`src/rtl/sla_pkg.sv`:
```
// Shared types and constants for the serial line assembler with mailbox.
package sla_pkg;

    localparam int LINE_CAPACITY_DEF = 64;
    localparam int CHAR_W            = 8;
    localparam int BANK_AW           = 6;
    localparam int STORE_AW          = BANK_AW + 1;
    localparam int STORE_DEPTH       = 1 << STORE_AW;
    localparam int RUN_W             = 6;
    localparam int CNT16_W           = 16;

    localparam logic [RUN_W-1:0]  RUN_LIMIT = 6'd63;
    localparam logic [CHAR_W-1:0] CHAR_CR   = 8'h0D;
    localparam logic [CHAR_W-1:0] CHAR_LF   = 8'h0A;
    localparam logic [CHAR_W-1:0] CHAR_NUL  = 8'h00;

    localparam logic OP_BYTE = 1'b0;
    localparam logic OP_TAKE = 1'b1;

    localparam logic [1:0] KIND_STATUS = 2'd0;
    localparam logic [1:0] KIND_CHAR   = 2'd1;
    localparam logic [1:0] KIND_NONE   = 2'd2;

    // Classified command handed from the front to the back
    typedef struct packed {
        logic              is_take;
        logic              is_eol;
        logic              is_zero;
        logic [CHAR_W-1:0] data;
    } cmd_t;

endpackage

```
`src/rtl/sla_ram.sv`:
```
// Generic single-write, single-read RAM with registered read data.
module sla_ram #(
    parameter int WIDTH = 8,
    parameter int DEPTH = 128
) (
    input  logic                     aclk,
    input  logic                     we,
    input  logic [$clog2(DEPTH)-1:0] waddr,
    input  logic [WIDTH-1:0]         wdata,
    input  logic [$clog2(DEPTH)-1:0] raddr,
    output logic [WIDTH-1:0]         rdata
);

    logic [WIDTH-1:0] mem [DEPTH];

    always_ff @(posedge aclk) begin
        if (we) begin
            mem[waddr] <= wdata;
        end
        rdata <= mem[raddr];
    end

endmodule

```
`src/rtl/sla_front.sv`:
```
// Input side: accepts items, classifies them and queues them for the back end.
module sla_front (
    input  logic                        aclk,
    input  logic                        aresetn,
    input  logic                        s_valid,
    output logic                        s_ready,
    input  logic [sla_pkg::CHAR_W-1:0]  s_data,
    input  logic                        s_op,
    output logic                        q_valid,
    input  logic                        q_ready,
    output sla_pkg::cmd_t               q_cmd
);

    sla_pkg::cmd_t slot_reg [2];
    logic          wr_ptr_reg, wr_ptr_next;
    logic          rd_ptr_reg, rd_ptr_next;
    logic [1:0]    fill_reg,   fill_next;
    sla_pkg::cmd_t in_cmd;
    logic          push, pop;

    always_comb begin
        in_cmd.is_take = (s_op == sla_pkg::OP_TAKE);
        in_cmd.is_eol  = (s_op == sla_pkg::OP_BYTE) &&
                         (s_data == sla_pkg::CHAR_CR || s_data == sla_pkg::CHAR_LF);
        in_cmd.is_zero = (s_data == sla_pkg::CHAR_NUL);
        in_cmd.data    = s_data;
    end

    // hold off input while reset is applied
    assign s_ready = aresetn && (fill_reg != 2'd2);
    assign q_valid = (fill_reg != 2'd0);
    assign q_cmd   = slot_reg[rd_ptr_reg];
    assign push    = s_valid && s_ready;
    assign pop     = q_valid && q_ready;

    always_comb begin
        wr_ptr_next = push ? ~wr_ptr_reg : wr_ptr_reg;
        rd_ptr_next = pop  ? ~rd_ptr_reg : rd_ptr_reg;
        fill_next   = fill_reg;
        priority if (push && !pop) begin
            fill_next = fill_reg + 2'd1;
        end else if (pop && !push) begin
            fill_next = fill_reg - 2'd1;
        end else begin
            fill_next = fill_reg;
        end
    end

    always_ff @(posedge aclk) begin
        if (!aresetn) begin
            wr_ptr_reg <= 1'b0;
            rd_ptr_reg <= 1'b0;
            fill_reg   <= 2'd0;
        end else begin
            wr_ptr_reg <= wr_ptr_next;
            rd_ptr_reg <= rd_ptr_next;
            fill_reg   <= fill_next;
        end
        if (push) begin
            slot_reg[wr_ptr_reg] <= in_cmd;
        end
    end

endmodule

```
`src/rtl/sla_back.sv`:
```
// Back end: line assembly, mailbox, counters and result streaming.
module sla_back #(
    parameter int LINE_CAPACITY = sla_pkg::LINE_CAPACITY_DEF
) (
    input  logic                          aclk,
    input  logic                          aresetn,
    input  logic                          q_valid,
    output logic                          q_ready,
    input  sla_pkg::cmd_t                 q_cmd,
    output logic                          ram_we,
    output logic [sla_pkg::STORE_AW-1:0]  ram_waddr,
    output logic [sla_pkg::CHAR_W-1:0]    ram_wdata,
    output logic [sla_pkg::STORE_AW-1:0]  ram_raddr,
    input  logic [sla_pkg::CHAR_W-1:0]    ram_rdata,
    output logic                          m_valid,
    input  logic                          m_ready,
    output logic [1:0]                    m_kind,
    output logic [sla_pkg::CHAR_W-1:0]    m_char,
    output logic                          m_last,
    output logic                          m_full,
    output logic [sla_pkg::CNT16_W-1:0]   m_dropped,
    output logic [sla_pkg::CNT16_W-1:0]   m_overflow,
    output logic [sla_pkg::RUN_W-1:0]     m_tlen
);

    localparam int CNT_W = $clog2(LINE_CAPACITY);
    localparam logic [CNT_W-1:0] CAP_M1 = CNT_W'(LINE_CAPACITY - 1);

    typedef enum logic [1:0] {ST_IDLE, ST_FETCH, ST_STREAM} state_t;

    state_t                       state_reg,    state_next;
    logic                         bank_reg,     bank_next;
    logic [CNT_W-1:0]             count_reg,    count_next;
    logic [CNT_W-1:0]             tlen_reg,     tlen_next;
    logic                         zero_reg,     zero_next;
    logic [CNT_W-1:0]             plen_reg,     plen_next;
    logic                         pend_reg,     pend_next;
    logic [sla_pkg::CNT16_W-1:0]  dropped_reg,  dropped_next;
    logic [sla_pkg::CNT16_W-1:0]  overflow_reg, overflow_next;
    logic [sla_pkg::RUN_W-1:0]    run_reg,      run_next;
    logic [sla_pkg::RUN_W-1:0]    idx_reg,      idx_next;

    logic                         out_valid_reg, out_valid_next;
    logic [1:0]                   out_kind_reg,  out_kind_next;
    logic [sla_pkg::CHAR_W-1:0]   out_char_reg,  out_char_next;
    logic                         out_last_reg,  out_last_next;
    logic                         out_full_reg,  out_full_next;
    logic [sla_pkg::CNT16_W-1:0]  out_drop_reg,  out_drop_next;
    logic [sla_pkg::CNT16_W-1:0]  out_ovf_reg,   out_ovf_next;
    logic [sla_pkg::RUN_W-1:0]    out_tlen_reg,  out_tlen_next;

    logic                         out_free;
    logic [sla_pkg::BANK_AW-1:0]  wr_off;
    logic [sla_pkg::STORE_AW-1:0] plen_ext;
    logic [sla_pkg::RUN_W-1:0]    run_len;
    logic                         run_end;

    assign out_free  = !out_valid_reg || m_ready;
    assign wr_off    = sla_pkg::BANK_AW'(count_reg);
    assign plen_ext  = sla_pkg::STORE_AW'(plen_reg);
    assign run_len   = (plen_ext > sla_pkg::STORE_AW'(sla_pkg::RUN_LIMIT)) ?
                       sla_pkg::RUN_LIMIT : plen_ext[sla_pkg::RUN_W-1:0];
    assign run_end   = (idx_reg + 6'd1 == run_reg);

    assign ram_waddr = {bank_reg, wr_off};
    assign ram_wdata = q_cmd.data;
    // the waiting line always sits in the bank not being filled
    assign ram_raddr = {~bank_reg, idx_reg};

    always_comb begin
        state_next     = state_reg;
        bank_next      = bank_reg;
        count_next     = count_reg;
        tlen_next      = tlen_reg;
        zero_next      = zero_reg;
        plen_next      = plen_reg;
        pend_next      = pend_reg;
        dropped_next   = dropped_reg;
        overflow_next  = overflow_reg;
        run_next       = run_reg;
        idx_next       = idx_reg;
        out_valid_next = out_valid_reg && !m_ready;
        out_kind_next  = out_kind_reg;
        out_char_next  = out_char_reg;
        out_last_next  = out_last_reg;
        out_full_next  = out_full_reg;
        out_drop_next  = out_drop_reg;
        out_ovf_next   = out_ovf_reg;
        out_tlen_next  = out_tlen_reg;
        q_ready        = 1'b0;
        ram_we         = 1'b0;

        unique case (state_reg)
            ST_IDLE: begin
                if (q_valid && out_free) begin
                    q_ready        = 1'b1;
                    out_valid_next = 1'b1;
                    out_char_next  = sla_pkg::CHAR_NUL;
                    out_last_next  = 1'b1;
                    out_tlen_next  = '0;
                    if (!q_cmd.is_take) begin
                        out_kind_next = sla_pkg::KIND_STATUS;
                        priority if (q_cmd.is_eol) begin
                            if (count_reg != '0) begin
                                if (!pend_reg) begin
                                    pend_next = 1'b1;
                                    plen_next = tlen_reg;
                                    bank_next = ~bank_reg;
                                end else begin
                                    dropped_next = dropped_reg + 16'd1;
                                end
                                count_next = '0;
                                tlen_next  = '0;
                                zero_next  = 1'b0;
                            end
                        end else if (count_reg < CAP_M1) begin
                            ram_we     = 1'b1;
                            count_next = CNT_W'(count_reg + 1'b1);
                            if (q_cmd.is_zero) begin
                                zero_next = 1'b1;
                            end else if (!zero_reg) begin
                                tlen_next = CNT_W'(tlen_reg + 1'b1);
                            end
                        end else begin
                            // line full: drop the byte and start over
                            overflow_next = overflow_reg + 16'd1;
                            count_next    = '0;
                            tlen_next     = '0;
                            zero_next     = 1'b0;
                        end
                        out_full_next = pend_next;
                        out_drop_next = dropped_next;
                        out_ovf_next  = overflow_next;
                    end else begin
                        out_full_next = 1'b0;
                        out_drop_next = dropped_reg;
                        out_ovf_next  = overflow_reg;
                        if (!pend_reg) begin
                            out_kind_next = sla_pkg::KIND_NONE;
                        end else begin
                            pend_next     = 1'b0;
                            out_kind_next = sla_pkg::KIND_CHAR;
                            if (run_len != '0) begin
                                // hold the output empty until the first char is read
                                out_valid_next = 1'b0;
                                run_next       = run_len;
                                idx_next       = '0;
                                state_next     = ST_FETCH;
                            end
                        end
                    end
                end
            end
            ST_FETCH: begin
                state_next = ST_STREAM;
            end
            ST_STREAM: begin
                if (out_free) begin
                    out_valid_next = 1'b1;
                    out_kind_next  = sla_pkg::KIND_CHAR;
                    out_char_next  = ram_rdata;
                    out_last_next  = run_end;
                    out_full_next  = 1'b0;
                    out_drop_next  = dropped_reg;
                    out_ovf_next   = overflow_reg;
                    out_tlen_next  = run_reg;
                    if (run_end) begin
                        state_next = ST_IDLE;
                    end else begin
                        idx_next   = idx_reg + 6'd1;
                        state_next = ST_FETCH;
                    end
                end
            end
            default: begin
                state_next = ST_IDLE;
            end
        endcase
    end

    always_ff @(posedge aclk) begin
        if (!aresetn) begin
            state_reg     <= ST_IDLE;
            bank_reg      <= 1'b0;
            count_reg     <= '0;
            tlen_reg      <= '0;
            zero_reg      <= 1'b0;
            plen_reg      <= '0;
            pend_reg      <= 1'b0;
            dropped_reg   <= '0;
            overflow_reg  <= '0;
            run_reg       <= '0;
            idx_reg       <= '0;
            out_valid_reg <= 1'b0;
        end else begin
            state_reg     <= state_next;
            bank_reg      <= bank_next;
            count_reg     <= count_next;
            tlen_reg      <= tlen_next;
            zero_reg      <= zero_next;
            plen_reg      <= plen_next;
            pend_reg      <= pend_next;
            dropped_reg   <= dropped_next;
            overflow_reg  <= overflow_next;
            run_reg       <= run_next;
            idx_reg       <= idx_next;
            out_valid_reg <= out_valid_next;
        end
        out_kind_reg <= out_kind_next;
        out_char_reg <= out_char_next;
        out_last_reg <= out_last_next;
        out_full_reg <= out_full_next;
        out_drop_reg <= out_drop_next;
        out_ovf_reg  <= out_ovf_next;
        out_tlen_reg <= out_tlen_next;
    end

    assign m_valid    = out_valid_reg;
    assign m_kind     = out_kind_reg;
    assign m_char     = out_char_reg;
    assign m_last     = out_last_reg;
    assign m_full     = out_full_reg;
    assign m_dropped  = out_drop_reg;
    assign m_overflow = out_ovf_reg;
    assign m_tlen     = out_tlen_reg;

endmodule

```
`src/rtl/serial_line_assembler_mailbox.sv`:
```
// A byte or empty-mailbox item gives its result through the input queue and the output register.
// One byte item per cycle while the output is free and no take is streaming; a take
// reads each char in FETCH then STREAM (registered line store read) before the next item is taken.
// A 2-entry queue separates input acceptance from execution.
// Reset (aresetn low, synchronous) clears counters, mailbox and queue; the line
// store is not cleared and is only read where written.
module serial_line_assembler_mailbox #(
    parameter int LINE_CAPACITY = sla_pkg::LINE_CAPACITY_DEF
) (
    input  logic        aclk,
    input  logic        aresetn,
    input  logic        s_axis_tvalid,
    output logic        s_axis_tready,
    input  logic [7:0]  s_axis_tdata,   // [7:0] rx_byte
    input  logic [0:0]  s_axis_tuser,   // [0] opcode
    output logic        m_axis_tvalid,
    input  logic        m_axis_tready,
    // [7:0] line_char, [8] mailbox_full, [24:9] dropped_lines,
    // [40:25] overflow_events, [46:41] taken_length, [47] zero
    output logic [47:0] m_axis_tdata,
    output logic [1:0]  m_axis_tuser,   // [1:0] kind
    output logic        m_axis_tlast
);

    logic                           q_valid;
    logic                           q_ready;
    sla_pkg::cmd_t                  q_cmd;
    logic                           ram_we;
    logic [sla_pkg::STORE_AW-1:0]   ram_waddr;
    logic [sla_pkg::CHAR_W-1:0]     ram_wdata;
    logic [sla_pkg::STORE_AW-1:0]   ram_raddr;
    logic [sla_pkg::CHAR_W-1:0]     ram_rdata;
    logic [sla_pkg::CHAR_W-1:0]     m_char;
    logic                           m_full;
    logic [sla_pkg::CNT16_W-1:0]    m_dropped;
    logic [sla_pkg::CNT16_W-1:0]    m_overflow;
    logic [sla_pkg::RUN_W-1:0]      m_tlen;

    sla_front u_front (
        .aclk    (aclk),
        .aresetn (aresetn),
        .s_valid (s_axis_tvalid),
        .s_ready (s_axis_tready),
        .s_data  (s_axis_tdata),
        .s_op    (s_axis_tuser[0]),
        .q_valid (q_valid),
        .q_ready (q_ready),
        .q_cmd   (q_cmd)
    );

    sla_ram #(
        .WIDTH (sla_pkg::CHAR_W),
        .DEPTH (sla_pkg::STORE_DEPTH)
    ) u_store (
        .aclk  (aclk),
        .we    (ram_we),
        .waddr (ram_waddr),
        .wdata (ram_wdata),
        .raddr (ram_raddr),
        .rdata (ram_rdata)
    );

    sla_back #(
        .LINE_CAPACITY (LINE_CAPACITY)
    ) u_back (
        .aclk       (aclk),
        .aresetn    (aresetn),
        .q_valid    (q_valid),
        .q_ready    (q_ready),
        .q_cmd      (q_cmd),
        .ram_we     (ram_we),
        .ram_waddr  (ram_waddr),
        .ram_wdata  (ram_wdata),
        .ram_raddr  (ram_raddr),
        .ram_rdata  (ram_rdata),
        .m_valid    (m_axis_tvalid),
        .m_ready    (m_axis_tready),
        .m_kind     (m_axis_tuser),
        .m_char     (m_char),
        .m_last     (m_axis_tlast),
        .m_full     (m_full),
        .m_dropped  (m_dropped),
        .m_overflow (m_overflow),
        .m_tlen     (m_tlen)
    );

    assign m_axis_tdata = {1'b0, m_tlen, m_overflow, m_dropped, m_full, m_char};

`ifndef ASSERT_OFF
    a_char_mailbox_empty: assert property (@(posedge aclk) disable iff (!aresetn)
        m_axis_tvalid && m_axis_tuser == sla_pkg::KIND_CHAR |-> !m_axis_tdata[8])
        else $error("mailbox shown full on a taken line character");

    a_single_result_last: assert property (@(posedge aclk) disable iff (!aresetn)
        m_axis_tvalid && (m_axis_tuser == sla_pkg::KIND_STATUS ||
                          m_axis_tuser == sla_pkg::KIND_NONE) |-> m_axis_tlast)
        else $error("single-result item without last");

    a_no_length_off_run: assert property (@(posedge aclk) disable iff (!aresetn)
        m_axis_tvalid && m_axis_tuser != sla_pkg::KIND_CHAR |-> m_axis_tdata[46:41] == 6'd0)
        else $error("taken length outside a line run");
`endif

endmodule

```
`config.mk`:
```
export PLATFORM = sky130hd
export DESIGN_NAME = serial_line_assembler_mailbox
export DESIGN_NICKNAME = d
export VERILOG_FILES = /design/src/rtl/sla_pkg.sv /design/src/rtl/sla_ram.sv /design/src/rtl/sla_front.sv /design/src/rtl/sla_back.sv /design/src/rtl/serial_line_assembler_mailbox.sv
export SDC_FILE = /design/constraint.sdc
export NUM_CORES = 1
export LEC_CHECK = 0
export ABC_AREA = 1
export BUFFER_PORTS_ARGS = -buffer_cell sky130_fd_sc_hd__buf_2
export CAP_MARGIN = 20
export CELL_PAD_IN_SITES_DETAIL_PLACEMENT = 0
export CELL_PAD_IN_SITES_GLOBAL_PLACEMENT = 1
export CORE_MARGIN = 2
export CORE_UTILIZATION = 46
export DETAILED_ROUTE_END_ITERATION = 12
export GPL_ROUTABILITY_DRIVEN = 0
export HOLD_SLACK_MARGIN = 0.03
export PLACE_DENSITY_LB_ADDON = 0.1
export SYNTH_ARGS = -nofsm -noshare
export SYNTH_HDL_FRONTEND = slang
export SYNTH_SLANG_ARGS = --single-unit
```
`constraint.sdc`:
```
create_clock -name aclk -period 2.6 [get_ports aclk]
set_input_delay 0.26 -clock aclk [delete_from_list [all_inputs] [get_ports aclk]]
set_output_delay 0.26 -clock aclk [all_outputs]
set_load 0.01 [all_outputs]
```
### Word-level counts from Yosys, hierarchy flattened

Memory sizes are Yosys's and may differ from the RTL's. A register that Yosys moved wholly into a read port is not among the register bits.
Index checks and enable logic that the tools add are counted.

* add/subtract/negate cells: 7
* equal/unequal tests: 16
* reduce and logical (&&, ||, !) cells: 30
* multiplexer cells: 80
* bitwise gates (word level): 6
* order comparisons: 2

Operators with widths (number)
* $mux W16: 11
* $mux W6: 16
* $pmux W16 S2: 2
* $add A16 B1 Y16 const B: 2
* $mux W1: 30
* $pmux W6 S2: 2
* $mux W2: 11
* $add A6 B1 Y6 const B: 3
* $eq A8 B4 Y1 const B: 2
* $mux W8: 2
* $pmux W8 S2: 1
* $reduce_and A5 Y1: 3
* $ne A2 B1 Y1 const B: 6
* $reduce_and A6 Y1: 2
* $reduce_bool A6 Y1: 2
* $ne A3 B3 Y1 const B: 3
* $logic_and A1 B1 Y1: 8
* $logic_not A8 Y1: 1
* $reduce_and A7 Y1: 1
* $eq A6 B6 Y1: 1
* $gt A6 B6 Y1 const B: 1
* $lt A6 B6 Y1 const B: 1
* $not A1 Y1: 6
* $pmux W1 S2: 3
* other kinds (14): 21

* logic and storage cells: 165
* memories kept: 2
* register bits after elaboration: 122
* output and inout port bits: 53
* memory bits (writable): 1046

Memories
* u_store.mem: words 128, width 8, read ports 1, clocked after memory_dff 1, write ports 1, line sla_ram.sv:14 `logic [WIDTH-1:0] mem [DEPTH];`
* u_front.slot_reg: words 2, width 11, read ports 1, clocked after memory_dff 1, write ports 1, line sla_front.sv:14 `sla_pkg::cmd_t slot_reg [2];`

### Logic depth before layout (Yosys ltp)

Gate-level depths: netlist of the first run.

* depth in word-level cells: 9
* mapped depth: 14
* gate-level depth less buffers: 13

### Modules after synthesis

From an unflattened synthesis of the first run, not the netlist that was laid out.

* cell total of the unflattened synthesis: 4394
* area total of the unflattened synthesis: 49113.4 um^2

Modules (own cells, without submodules)
* sla_ram: area each 42104.1 um^2, cells an instance 3575, instances 1
* sla_back: area each 5878.1 um^2, cells an instance 730, instances 1
* sla_front: area each 1112.3 um^2, cells an instance 86, instances 1
* serial_line_assembler_mailbox: area each 18.8 um^2, cells an instance 3, instances 1

### Worst setup path before layout of the first run

OpenSTA, ideal clock, no wires.

* path type: register -> register
* start: register with a tool-made name
* end: memory u_store.mem[0][0], data pin
* data arrival time: 2066 ps
* stages on the path, launching flop included: 5
* path slack: 22 ps
* required time: 2088 ps
* cell sequence: dfxtp_1 -> inv_2 -> buf_6 -> nand2_1 -> nand2_1

RTL lines (line)
* end: declaration: sla_ram.sv:14

### Worst setup path after layout of the first run

* start: register u_back.count_reg[0]
* end: memory u_store.mem[66][5] (enable)

* word-level cells in the longest chain between the ends: 8

RTL lines
* start: declaration: line sla_back.sv:33 `logic [CNT_W-1:0] count_reg, count_next;`
* start signal: assignment: line sla_back.sv:198 `count_reg <= count_next;`
* $lt A6 B6 Y1: line sla_back.sv:116 `end else if (count_reg < CAP_M1) begin`
* $mux W1: line sla_back.sv:116
* $mux W1: line sla_back.sv:103 `priority if (q_cmd.is_eol) begin`
* $mux W1: line sla_back.sv:101 `if (!q_cmd.is_take) begin`
* $mux W1: line sla_back.sv:95 `if (q_valid && out_free) begin`
* $mux W1: line sla_back.sv:93 `unique case (state_reg)`
* $mux W1: line sla_ram.sv:17 `if (we) begin`
* $mux W1 (not written as such): line sla_ram.sv:18 `mem[waddr] <= wdata;`

Parallel ways exist; a longest one is shown, timed or not.

==> out/qor.yml, run 1 <==
run_status:
  status: "finished, final reports clean"
grt:
  grt_use_total_pct: 25.0
  grt_pass1_wl_mm: 202
  grt_max_degree: 113
  overflow: 0
  grt_pass1_vias: 31500
  antenna_found_initial: 0
clocking:
  postCtsSetupRepairBufs: 0
  cts-root-buf: "clkbuf_16"
  cts_tree: "yes"
  clockBufferDepth: 3
  path_clk_slew_ps: 60
  htreeDepth: 3
  cts_inserted_buffers: 121
  clk_latency_ps: 710
  clock_sinks: 1177
detailed_routing:
  num_vias: 32500
  vias_per_cell: 5.37
  ant_nets: 0
  drcViolationCount: 0
  wl_per_cell_um: 22.3
  wl_mm: 135
  first_pass_iters: 7
  drtIter0Drc: 2816
yosys:
  yosysWarnings: 0
  synthTopCellsByArea: "edfxtp_1, nand2_1, nand3_1, dfxtp_1, buf_2"
  yosys.area.top_type: "edfxtp_1"
  yosysUniqueCellTypes: 50
  synth-seq-cells: 1177
  yosys.area.top_type_share_pct: 67.5
  synth_nets: 4365
  synthFlopType: "edfxtp_1"
  syn_avg_cell_area_um2: 11.2
  synth_commonest_cells: "nand2_1, edfxtp_1, nand3_1, nor2_1, buf_2"
  yosysSeqAreaShare_pct: 70.8
  synthCells: 4345
  async_reset_ff_share_pct: 0
  syn-cell-area_um2: 48800
  synth.most_common_cell: "nand2_1"
  synth_edf_count: 1096
timing:
  slew_headroom_pct: 49.8
  timing.fmax_mhz: 422
  tns_ps: 0
  hold_viol_final: 0
  setup_violations: 0
  rsz0062_at_grt: "false"
  drv_slew: 0
  clock_skew_ps: 19.0
  worstMarginPinSlew_ps: 753
  fin_crit_ps: 2370
  hold_ws_ps: 80.2
  finalCritPeriodShare_pct: 91.1
floorplanning:
  rows: 119
  die_w_um: 330
  dieArea_um2: 109000
  io_pins: 66
  initial_core_util_pct: 46.3
  coreArea_um2: 105000
  die_y_um: 330
setup_path:
  critPathCaptureType: "register"
  cp_slowest_cell: "dfxtp_1"
  setup.worst_path.class: "register to register"
  crit_fanout: 8
  crit_family: "simple AND/OR/NAND/NOR gates"
  cp.arrival_ps: 2770
  cp_cell_sequence: "ha_1 > nand2_1 > inv_1 > nand2_2 > nand2_1 > inv_2 > nand2_4 > nor2_8 > nand3_4 > buf_12 > nor2_1 > buf_4"
  crit_buf_inv: 4
  cp_common_cell: "nand2_1"
  slowest_delay_ps: 310
  cp-start-kind: "register"
  worstPathRequired_ps: 3000
power_and_ir_drop:
  p_per_area_nw_per_um2: 812
  p_leak_nw: 20.6
  irDropWorstVdd_v: 0.000702
final_layout:
  largest_register_ffs: 1024
  num_antenna_cells: 0
  drive_gt1_share_pct: 12.8
  area_growth_pct: 15.7
  fin_nets: 4588
placement:
  hpwl_mm: 83.3
  io_buffer_count: 64
flow_run:
  drv_cap: 0
worst_hold_path:
  hold_path.class: "input pin to register"
==> layout make-up <==
type	count	area (um2)
fillers	9187	48900
well taps	1391	1740
clock buffers	153	3210
inverters	116	455
multi-input cells	2790	12500
flip-flops and latches	1177	34500
clock inverters	68	563
repair buffers	362	3360
==> path summary, 6_finish.rpt <==
check,start,cells past startpoint,slack [ps],endpoint
max,u_back.count_reg[0],12,230,u_store.mem[66][5]
max reg2reg,u_back.count_reg[0],12,230,u_store.mem[66][5]
min reg2reg,u_back.zero_reg,2,450,u_back.zero_reg
min,aresetn,5,80,u_front.wr_ptr_reg
==> worst min-delay path, stage by stage <==
cell and delay (ps):
buf_2 110, inv_1 80, a21oi_1 70, nand2_1 130
a21oi_1 80
==> stage by stage <==
| stage | utilization [%] | instance area [um2] | power (mW) | worst slack (ps) | std cells |
|---|---|---|---|---|---|
| after floorplan | - | 48800 | 26.8 | 21.7 | 4345 |
| after global placement | 49.9 | 52500 | 29.5 | 258 | 5825 |
| after detailed placement | 49.9 | 52500 | 29.6 | 248 | 5825 |
| after CTS | 53.6 | 56400 | 46.2 | 247 | 6057 |
| after global routing | 53.6 | 56400 | 47.5 | 95.7 | 6057 |
| final | 53.6 | 56400 | 45.8 | 230 | 6057 |
==> what timing repair did <==
action                                  4_1_cts  5_1_grt
endpoints found under the hold margin        25        0
hold buffers                                 11        0
resized for setup                             0        0
endpoints found under the setup margin        0        0
==> per-layer routing <==
metal	global-route usage, %	up-vias	share of wire, %
li1	-	15600	-
met1	35.6	15800	44
met5	0	-	0
met3	3.52	195	5.6
met4	8.40	0	3.1
met2	39.7	906	47
==> kinds of logic (layout without fill, tap and decap cells) <==
kind of cell / after synthesis / in the layout / share of synthesized area, %
AOI/OAI and AO/OA: 161 / 161 / 1.79
xor gates and xnor gates: 24 / 24 / 0.431
DFF: 1177 / 1177 / 70.8
other: 1 / 1 / 0.00769
muxes: 1 / 1 / 0.0205
buffers and inverters: 378 / 699 / 3.63
adders and majority gates: 7 / 7 / 0.180
and+or+nand+nor: 2596 / 2596 / 23.1
==> cells in the final DEF, fill, tap and decap left out, drive strengths merged <==
cell type and count:
o21a 1, clkinvlp 6, and3 1, and2 1, inv 114, edfxtp 1096, nand2 1370, clkinv 56
xor2 19, nand3 982, o211ai 6, a211oi 1, ha 7, bufinv 8, xnor2 5, clkbuf 153
o31ai 1, nand3b 1, dlygate4sd3 11, or4 1, nor2 215, dfxtp 81, a31oi 9, conb 1
a21oi 62, o211a 2, o21ai 79, nor4 1, buf 351, mux2i 1, nand4 8, or2 3
nor3 13
==> power by group <==
part,switching [mW],leakage [nW],internal (mW)
combinational,4.15,8.15,1.44
clock,7.20,1.85,9.47
sequential,0.455,10.6,23.1
Power figures use the tool's default switching activity.
==> run 2: changes to the inputs <==
MAX_ROUTING_LAYER = met4   (was unset)
==> run 2 against run 1 <==
Effect of this change: global-route usage increased by 0.80 points; register-to-register slack about the same; clock skew is 1.8 ps higher; final area is the same; critical path depth stayed put; critical path type unchanged; highest routed layer unchanged.
==> out/qor.yml, run 2 (same netlist as run 1, synthesis figures left out) <==
clocking:
  cts-root-buf: "clkbuf_16"
  cts_tree: "yes"
  clk_latency_ps: 710  # about the same
  clockBufferDepth: 3  # unchanged
  cts_resized: 0  # unchanged
  path_clk_slew_ps: 60  # about the same
  cts_inserted_buffers: 121  # unchanged
  clock_sinks: 1177  # unchanged
  htreeDepth: 3  # unchanged
setup_path:
  crit_buf_inv: 4  # unchanged
  crit_fanout: 8  # unchanged
  crit_family: "simple AND/OR/NAND/NOR gates"
  r2r_cells: 12  # unchanged
  cp_slowest_cell: "dfxtp_1"
  r2r_start: "u_back.count_reg[0]"
  cp_cell_sequence: "ha_1 > nand2_1 > inv_1 > nand2_2 > nand2_1 > inv_2 > nand2_4 > nor2_8 > nand3_4 > buf_12 > nor2_1 > buf_4"
  worstSetupPathDepth: 12  # unchanged
  cp-start-kind: "register"
  cp_common_cell: "nand2_1"
  worstPathRequired_ps: 3010  # about the same
  slowest_delay_ps: 310  # about the same
  critPathCaptureType: "register"
  r2r_end: "u_store.mem[66][6]"
  cp.arrival_ps: 2780  # about the same
  setup.worst_path.class: "register to register"
  r2r_setup_slack_ps: 230  # about the same
grt:
  busiest_layer: "met2"
  grt_use_total_pct: 25.8  # +0.80 points
  grtUsageMet2_pct: 40.4  # +0.67 points
  antenna_found_initial: 0  # unchanged
  grt_max_degree: 113  # unchanged
  grt_pass1_vias: 31400  # -0.31%
  met3_usage_pct: 3.26  # -0.26 points
  overflow: 0  # unchanged
  grt_pass1_wl_mm: 202  # about the same
  use_met1_pct: 35.8  # +0.19 points
worst_hold_path:
  holdPathStages: 5  # unchanged
  min_from: "aresetn"
  hold_path.class: "input pin to register"
  hold_end: "u_front.wr_ptr_reg"
detailed_routing:
  num_vias: 32500  # -0.21%
  drcViolationCount: 0  # unchanged
  first_pass_iters: 6  # -1
  vias_per_cell: 5.36  # -0.21%
  ant_nets: 0  # unchanged
  drtIter0Drc: 3015  # +7.1%
  wl_mm: 135  # about the same
  wl_per_cell_um: 22.4  # about the same
final_layout:
  largest_register_ffs: 1024  # unchanged
  layout_common_cells: "nand2_1, edfxtp_1, nand3_1"
  num_antenna_cells: 0  # unchanged
  final_common_cell: "nand2_1"
  drive_gt1_share_pct: 12.8  # unchanged
  area_growth_pct: 15.7  # unchanged
  fin_nets: 4588  # unchanged
placement:
  hpwl_mm: 83.3  # unchanged
  io_buffer_count: 64  # unchanged
  pre_cts_ws_ps: 248  # unchanged
timing:
  timing.fmax_mhz: 421  # -0.22%
  drv_slew: 0  # unchanged
  fin_crit_ps: 2370  # +5.16 ps
  fin_ws_ps: 225  # -5.16 ps
  setup_violations: 0  # unchanged
  tns_ps: 0  # unchanged
  clock_skew_ps: 20.8  # +1.78 ps
  rsz0062_at_grt: "false"
  finalCritPeriodShare_pct: 91.3  # +0.20 points
  worstMarginPinSlew_ps: 766  # +13.4 ps
  hold_viol_final: 0  # unchanged
  slew_headroom_pct: 48.9  # -0.89 points
floorplanning:
  die_y_um: 330  # unchanged
  rows: 119  # unchanged
  coreArea_um2: 105000  # unchanged
  die_w_um: 330  # unchanged
  initial_core_util_pct: 46.3  # unchanged
  io_pins: 66  # unchanged
  dieArea_um2: 109000  # unchanged
power_and_ir_drop:
  p_leak_nw: 20.6  # unchanged
  p_per_area_nw_per_um2: 813  # about the same
  irDropWorstVdd_v: 0.000704  # +0.20%
flow_run:
  drv_cap: 0  # unchanged
run_status:
  status: "finished, final reports clean"
[run 2: cell counts in the layout (fill, tap and decap cells not counted)]
Identical to the previous run, type by type.
[run 2: power breakdown]
part	leakage, nW	internal [mW]	total (mW)	switching (mW)
sequential	10.6	23.1	23.5	0.458
combinational	8.15	1.44	5.61	4.16
clock	1.85	9.47	16.7	7.21
[run 2: area by class of cell]
| cell class | count | area (um2) |
|---|---|---|
| clock buffer | 153 | 3210 |
| clock inverter | 68 | 563 |
| fill | 9187 | 48900 |
| inverter | 116 | 455 |
| multi-input combinational | 2790 | 12500 |
| sequential | 1177 | 34500 |
| tap | 1391 | 1740 |
| timing repair buffer | 362 | 3360 |
[run 2: stage by stage]
| step | area, um2 | hold slack [ps] | utilization [%] | instances | power, mW |
|---|---|---|---|---|---|
| after floorplan | 48800 | 359 | - | 4345 | 26.8 |
| after global placement | 52500 | 435 | 49.9 | 5825 | 29.5 |
| after detailed placement | 52500 | 445 | 49.9 | 5825 | 29.6 |
| after CTS | 56400 | 46.8 | 53.6 | 6057 | 46.2 |
| after global routing | 56400 | 149 | 53.6 | 6057 | 47.5 |
| final | 56400 | 78.8 | 53.6 | 6057 | 45.8 |
[run 2: layer usage]
layer / wire length, um / up-vias
li1: - / 15600
met1: 60200 / 15800
met2: 64400 / 901
met3: 7580 / 179
met4: 3280 / 0
met5: 0 / -
[run 2: worst register-to-register path, delay by kind of cell (launching register included)]
family                     cells  cell delay [ps]
adders and majority gates      1              210
DFF                            1              310
and+or+nand+nor                7              920
buffers and inverters          4              620
[run 2: what timing repair did]
item / 4_1_cts / 5_1_grt
hold endpoints to repair: 25 / 0
hold buffers: 11 / 0
buffers inserted: 0 / 0
[run 2: worst max path at each step]
| stage | from | endpoint | slack, ps |
|---|---|---|---|
| 5_1_grt | u_front.fill_reg[1] | u_store.mem[66][6] | 100 |
| 6_report | u_back.count_reg[0] | u_store.mem[66][6] | 230 |
| 3_5_place_dp | u_front.fill_reg[1] | u_store.mem[66][0] | 250 |
| 3_3_place_gp | u_back.count_reg[0] | u_store.mem[66][0] | 260 |
| 2_1_floorplan | register | u_store.mem[0][0] | 20 |
| 4_1_cts | u_front.fill_reg[1] | u_store.mem[66][5] | 250 |
